## src/hdl/tli_pkg.sv

```systemverilog
// Package for the table linear interpolator: widths, status codes, state
// types, the table write request and the difference magnitude helper.
// No dependencies.
`default_nettype none

package tli_pkg;

    localparam int TABLE_DEPTH = 256;
    localparam int ADDR_W      = $clog2(TABLE_DEPTH);
    localparam int CNT_W       = ADDR_W + 1;
    localparam int VALUE_W     = 32;
    localparam int DIFF_W      = VALUE_W + 1;
    localparam int PROD_W      = 2 * VALUE_W;
    localparam int QUO_W       = VALUE_W + 1;
    localparam int RES_W       = VALUE_W + 2;
    localparam int RATIO_W     = VALUE_W + 4;
    localparam int RATIO_LIMIT = 10;
    localparam int MIN_COUNT   = 2;
    localparam int STATUS_W    = 3;

    // Radix-2 division, two quotient bits per cycle.
    localparam int DIV_STEPS = 2;
    localparam int DIV_ITERS = VALUE_W / DIV_STEPS;
    localparam int DIV_CNT_W = $clog2(DIV_ITERS);

    // Configuration port.
    localparam int APB_DATA_W = 32;
    localparam int PADDR_W    = 3;
    localparam logic [0:0] REG_ENTRY_COUNT = 1'b0;
    localparam logic [CNT_W-1:0] ENTRY_COUNT_RESET = CNT_W'(MIN_COUNT);

    localparam logic [STATUS_W-1:0] ST_OK     = 3'd0;
    localparam logic [STATUS_W-1:0] ST_EXTRAP = 3'd1;
    localparam logic [STATUS_W-1:0] ST_RANGE  = 3'd2;
    localparam logic [STATUS_W-1:0] ST_DOMAIN = 3'd3;
    localparam logic [STATUS_W-1:0] ST_WRITE  = 3'd4;

    localparam logic CMD_WRITE = 1'b0;
    localparam logic CMD_QUERY = 1'b1;

    typedef enum logic [3:0] {
        S_IDLE,
        S_SEARCH,
        S_LAST,
        S_LOWER,
        S_UPPER,
        S_CHECK,
        S_DECIDE,
        S_DIV_GO,
        S_DIV_WAIT
    } t_state;

    typedef enum logic [1:0] {
        D_IDLE,
        D_RUN,
        D_ROUND
    } t_div_state;

    typedef struct packed {
        logic              en;
        logic [ADDR_W-1:0] addr;
        logic [VALUE_W-1:0] x;
        logic [VALUE_W-1:0] y;
    } t_mem_wr;

    // Magnitude of a difference of two values; it never exceeds 2^VALUE_W - 1.
    function automatic logic [VALUE_W-1:0] diff_mag(input logic signed [DIFF_W-1:0] v);
        logic [DIFF_W-1:0] t;
        t = v[DIFF_W-1] ? DIFF_W'(-v) : DIFF_W'(v);
        return t[VALUE_W-1:0];
    endfunction

endpackage

`default_nettype wire

```

## src/hdl/tli_divider.sv

```systemverilog
// Serial rounding divider: 2*VALUE_W-bit dividend by VALUE_W-bit divisor,
// quotient rounded half away from zero and capped at 2^VALUE_W. Uses tli_pkg.
`default_nettype none

module tli_divider (
    input  wire logic                       i_clk,
    input  wire logic                       i_rst_n,
    input  wire logic                       i_start,
    input  wire logic [tli_pkg::PROD_W-1:0]  i_dividend,
    input  wire logic [tli_pkg::VALUE_W-1:0] i_divisor,
    output logic                            o_done,
    output logic      [tli_pkg::QUO_W-1:0]   o_quotient
);
    import tli_pkg::*;

    localparam logic [QUO_W-1:0] QUO_CAP = QUO_W'(1) << VALUE_W;

    t_div_state           r_state, n_state;
    logic                 r_done, n_done;
    logic [DIV_CNT_W-1:0] r_cnt, n_cnt;
    logic [VALUE_W-1:0]   r_rem, n_rem;
    logic [VALUE_W-1:0]   r_quo, n_quo;
    logic [VALUE_W-1:0]   r_low, n_low;
    logic [VALUE_W-1:0]   r_div, n_div;
    logic [QUO_W-1:0]     r_result, n_result;

    logic [VALUE_W:0]     trial;
    logic [VALUE_W-1:0]   rem_s;
    logic [VALUE_W-1:0]   quo_s;
    logic [VALUE_W-1:0]   low_s;

    always_comb begin
        n_state  = r_state;
        n_done   = 1'b0;
        n_cnt    = r_cnt;
        n_rem    = r_rem;
        n_quo    = r_quo;
        n_low    = r_low;
        n_div    = r_div;
        n_result = r_result;
        rem_s    = r_rem;
        quo_s    = r_quo;
        low_s    = r_low;
        trial    = '0;
        case (r_state)
            D_IDLE: begin
                if (i_start) begin
                    n_div = i_divisor;
                    // A high half at or above the divisor means the quotient
                    // cannot fit, so it is capped at once.
                    if (i_dividend[PROD_W-1:VALUE_W] >= i_divisor) begin
                        n_result = QUO_CAP;
                        n_done   = 1'b1;
                    end else begin
                        n_rem   = i_dividend[PROD_W-1:VALUE_W];
                        n_low   = i_dividend[VALUE_W-1:0];
                        n_quo   = '0;
                        n_cnt   = '0;
                        n_state = D_RUN;
                    end
                end
            end
            D_RUN: begin
                for (int s = 0; s < DIV_STEPS; s++) begin
                    trial = {rem_s, low_s[VALUE_W-1]};
                    low_s = {low_s[VALUE_W-2:0], 1'b0};
                    if (trial >= {1'b0, r_div}) begin
                        trial = trial - {1'b0, r_div};
                        quo_s = {quo_s[VALUE_W-2:0], 1'b1};
                    end else begin
                        quo_s = {quo_s[VALUE_W-2:0], 1'b0};
                    end
                    rem_s = trial[VALUE_W-1:0];
                end
                n_rem = rem_s;
                n_quo = quo_s;
                n_low = low_s;
                n_cnt = r_cnt + DIV_CNT_W'(1);
                if (r_cnt == DIV_CNT_W'(DIV_ITERS - 1)) begin
                    n_state = D_ROUND;
                end
            end
            D_ROUND: begin
                // Round up when the remainder is at least half the divisor.
                n_result = {1'b0, r_quo} + QUO_W'(r_rem >= (r_div - r_rem));
                n_done   = 1'b1;
                n_state  = D_IDLE;
            end
            default: begin
                n_state = D_IDLE;
            end
        endcase
    end

    always_ff @(posedge i_clk) begin
        if (!i_rst_n) begin
            r_state <= D_IDLE;
            r_done  <= 1'b0;
        end else begin
            r_state <= n_state;
            r_done  <= n_done;
        end
    end

    always_ff @(posedge i_clk) begin
        r_cnt    <= n_cnt;
        r_rem    <= n_rem;
        r_quo    <= n_quo;
        r_low    <= n_low;
        r_div    <= n_div;
        r_result <= n_result;
    end

    assign o_done     = r_done;
    assign o_quotient = r_result;

endmodule

`default_nettype wire

```

## config.mk

```make
export PLATFORM = sky130hd
export DESIGN_NAME = tli_divider
export DESIGN_NICKNAME = d
export VERILOG_FILES = /design/src/hdl/tli_pkg.sv /design/src/hdl/tli_divider.sv
export SDC_FILE = /design/constraint.sdc
export NUM_CORES = 1
export LEC_CHECK = 0
export BUFFER_PORTS_ARGS = -buffer_cell sky130_fd_sc_hd__buf_4
export CORE_MARGIN = 4
export CORE_UTILIZATION = 45
export CTS_CLUSTER_SIZE = 16
export DETAILED_ROUTE_END_ITERATION = 7
export PLACE_DENSITY = 0.68
export REMOVE_ABC_BUFFERS = 1
export SLEW_MARGIN = 20
export SYNTH_ARGS = -nofsm -noshare
export SYNTH_HDL_FRONTEND = slang
export SYNTH_SLANG_ARGS = --single-unit
```

## constraint.sdc

```tcl
create_clock -name i_clk -period 15.9 [get_ports i_clk]
set_clock_uncertainty 0.1 [all_clocks]
set_input_delay 2.385 -clock i_clk [delete_from_list [all_inputs] [get_ports i_clk]]
set_output_delay 2.385 -clock i_clk [all_outputs]
set_load 0.02 [all_outputs]
```

==> flow_metrics.tcl <==
set metrics [dict create \
    combPwrFrac 0.670 \
    top_usage_layer "met2" \
    cts_buffer_depth 2 \
    crit_type "reg -> reg" \
    regArea_mm2 0.00501 \
    synth_top_cell_area_share 0.355 \
    syn_inst 1553 \
    cts_max_level 4 \
    antenna_found_initial 1 \
    hold_violations 0 \
    root_buffer "clkbuf_16" \
    routabilityCongestion 0.927 \
    layout_worst_path_cycle_share 0.439 \
    synth-xor-area-share 0.0683 \
    grt_pass1_wl_um 57900 \
    drive_gt1_frac 0.120 \
    intPower_w 0.00172 \
    maxCapViolCount 0 \
    yosys.area_share.adder 0.150 \
    min_path_type "reg -> reg" \
    start_kind "register" \
    post-dp-hpwl_um 28000 \
    stdcell_count 2084 \
    crit_arrival_ps 7080 \
    yosys.area_share.simple 0.180 \
    synth_top_family_by_area "simple AND/OR/NAND/NOR gates" \
    ios 133 \
    synthMuxAreaShare 0.0233 \
    rsz0062_at_grt "false" \
    p_per_area_mw_per_mm2 207 \
    via_per_inst 5.65 \
    setup_viol 0 \
    status "complete, no violations" \
    end_kind "register" \
    vdd_drop_max_mv 0.105 \
    synth_area_leaders "edfxtp_1 35%, ha_1 15%, nand2_1 5.6%, a21oi_1 3.8%, xor2_1 3.5%" \
    fillers 2862 \
    hold_buffers 0 \
    cts_buffers 17 \
    synth_edf_count 165 \
    required_ps 16000 \
    p_sw_w 0.00159 \
    cts_tree "yes" \
    routed_wl_um 36100 \
    grt_overflow 0 \
    die_y_um 184 \
    clk_latency_ps 460 \
    setup-tns-final_ps 0 \
    design.die.area_mm2 0.0339 \
    coreArea_mm2 0.0306 \
    netlist_area_mm2 0.0140 \
    async_flop_share 0 \
    grt_pass1_vias 11400 \
    ys.flop_type "edfxtp_1" \
    seq_power_share 0.202 \
    power_frac_clock 0.128 \
    vias 11800 \
    initial_utilization 0.457 \
    first_pass_iters 5 \
    synth.largest_area_cell "edfxtp_1" \
    slew_headroom 0.314 \
    crit_path_max_fanout 60 \
    portBuffers 132 \
    min_period_ps 6990 \
    drcViolationCount 0 \
    synth_compound_area_frac 0.171 \
    swShare 0.480 \
    first_iter_violations 872 \
    yosysWarnings 0 \
    fmax_mhz 143 \
    multi_input_area_mm2 0.00832 \
    ys_seq_elements 168 \
    ant_nets 0 \
    grt_util_met1 0.296 \
    die_w_um 184 \
    nNetsFinal 1940 \
    reg2reg_depth 21 \
    use_met3 0.0320 \
    tightest_slew_ps 1030 \
    area_delta_synth_final_pct 14.6 \
    grtUsageTotal 0.212 \
    cts.sinks 168 \
    grt_max_degree 97 \
    yosysSeqAreaShare 0.359 \
    placedCellCount 2051 \
    holdPathStages 2 \
    ys_types 73 \
    cts_resized 0 \
    met2_usage 0.339 \
    drv_slew 0 \
    post-cts-setup-buffers 0 \
    avgRoutedWirePerCell_um 17.3 \
    clk_pin_slew_ps 70 \
    diodes 0 \
    syn-mean-instance-area_um2 9.00 \
    p_leak_nw 7.18 \
    rows 64 \
]
[layer usage]
metal  wire length [um]  part of all wire  vias to the layer above
met5                  0                 0                        -
met4                881             0.024                        0
met1              17000              0.47                     5539
li1                   -                 -                     5831
met2              16200              0.45                      343
met3               2070             0.057                       55
[cells in the final DEF (no fill, tap or decap), types with 12 or more instances in the layout]
cell       count
inv_1        129
nor2_1       110
o21a_1        18
nor2b_1       18
clkbuf_16     17
xor2_1        56
nand2b_1      18
o21ai_1       25
mux2i_1       28
nand3_1       43
o21bai_1      12
nand2_1      207
nor3_1        20
buf_4        141
ha_1         163
xnor2_1       53
a21o_1        48
nand4_1       26
and2_1        39
a21oi_1      107
edfxtp_1     165
o21ai_0       71
[path summary, 6_finish.rpt]
check / slack (ps) / to / from
setup / recovery: 8910 / r_rem[8]$_DFFE_PP_ / r_rem[10]$_DFFE_PP_
hold / removal: 410 / r_low[18]$_DFFE_PP_ / r_low[16]$_DFFE_PP_
setup reg to reg: 8910 / r_rem[8]$_DFFE_PP_ / r_rem[10]$_DFFE_PP_
hold reg to reg: 410 / r_low[18]$_DFFE_PP_ / r_low[16]$_DFFE_PP_
[cell type report]
class | instances | share of cell area
clock buffers | 17 | 0.0266
clock inverters | 15 | 0.0113
inverters | 129 | 0.0302
multi-input cells | 1217 | 0.520
flip-flops and latches | 168 | 0.313
well taps | 396 | 0.0309
repair buffers | 142 | 0.0678
[synth_stat cells (8+ instances only)]
cell type / count
nor3_1: 21
ha_1: 163
nor2b_1: 18
o211ai_1: 10
nand2_1: 207
o21ai_1: 25
nand2b_1: 19
mux2i_1: 28
a211oi_1: 10
nor4_1: 10
a21o_1: 48
o21a_1: 18
inv_1: 129
a31oi_1: 10
or3_1: 10
xor2_1: 56
nand3_1: 43
o21bai_1: 12
xnor2_1: 53
and3_1: 10
o21ai_0: 72
and2_1: 39
o31ai_1: 8
clkbuf_1: 27
nor2_1: 111
a21oi_1: 107
edfxtp_1: 165
nand4_1: 26
[per-stage QoR]
| stage | power (W) | utilization | hold slack (ps) | setup slack (ps) | area, um^2 |
|---|---|---|---|---|---|
| 2_1_floorplan | 0.00233 | - | 384 | 3780 | 13800 |
| 3_3_place_gp | 0.00282 | 0.503 | 387 | 8910 | 15400 |
| 3_5_place_dp | 0.00285 | 0.503 | 392 | 8920 | 15400 |
| 4_1_cts | 0.00329 | 0.522 | 413 | 8910 | 16000 |
| 5_1_grt | 0.00360 | 0.523 | 435 | 8410 | 16000 |
| 6_report | 0.00331 | 0.523 | 409 | 8910 | 16000 |
[registers in the layout, indices dropped and copies added (netlist names)]
name and flops:
o_done 1, o_quotient 33, r_cnt 4, r_div 32
r_low 32, r_quo 32, r_rem 32, r_state 2
[critical path, stage by stage, from the launching register on]
cell and delay [ps]:
edfxtp_1 460, ha_1 420, a21oi_1 240, a21oi_1 100, a311o_1 380, nor4_1 240
o21ai_1 140, a31oi_4 140, buf_4 520, mux2_2 420, ha_1 340, nand2_1 90
o21bai_1 190, a31oi_1 480, a31oi_1 230, o21ai_1 320, a21oi_1 180, o21a_1 250
o221ai_4 630, buf_4 490, mux2i_1 260, o21ai_1 70
[cell families (layout without fill, tap and decap cells)]
logic type      after synthesis  after routing
compound gates              375            375
xor+xnor                    109            109
fa+ha+maj                   166            166
buf+inv                     168            303
flops                       168            168
mux                          32             32
simple gates                535            535
[power by group through the flow]
| stage | Combinational, W | Sequential, W | Clock [W] |
|---|---|---|---|
| 6_report | 0.00222 | 0.000667 | 0.000424 |
| 5_1_grt | 0.00247 | 0.000675 | 0.000452 |
| 4_1_cts | 0.00220 | 0.000665 | 0.000434 |
| 3_5_place_dp | 0.00217 | 0.000674 | 0 |
| 3_3_place_gp | 0.00214 | 0.000672 | 0 |
| 2_1_floorplan | 0.00167 | 0.000661 | 0 |
Note: power is estimated with default switching activity, not from simulation.
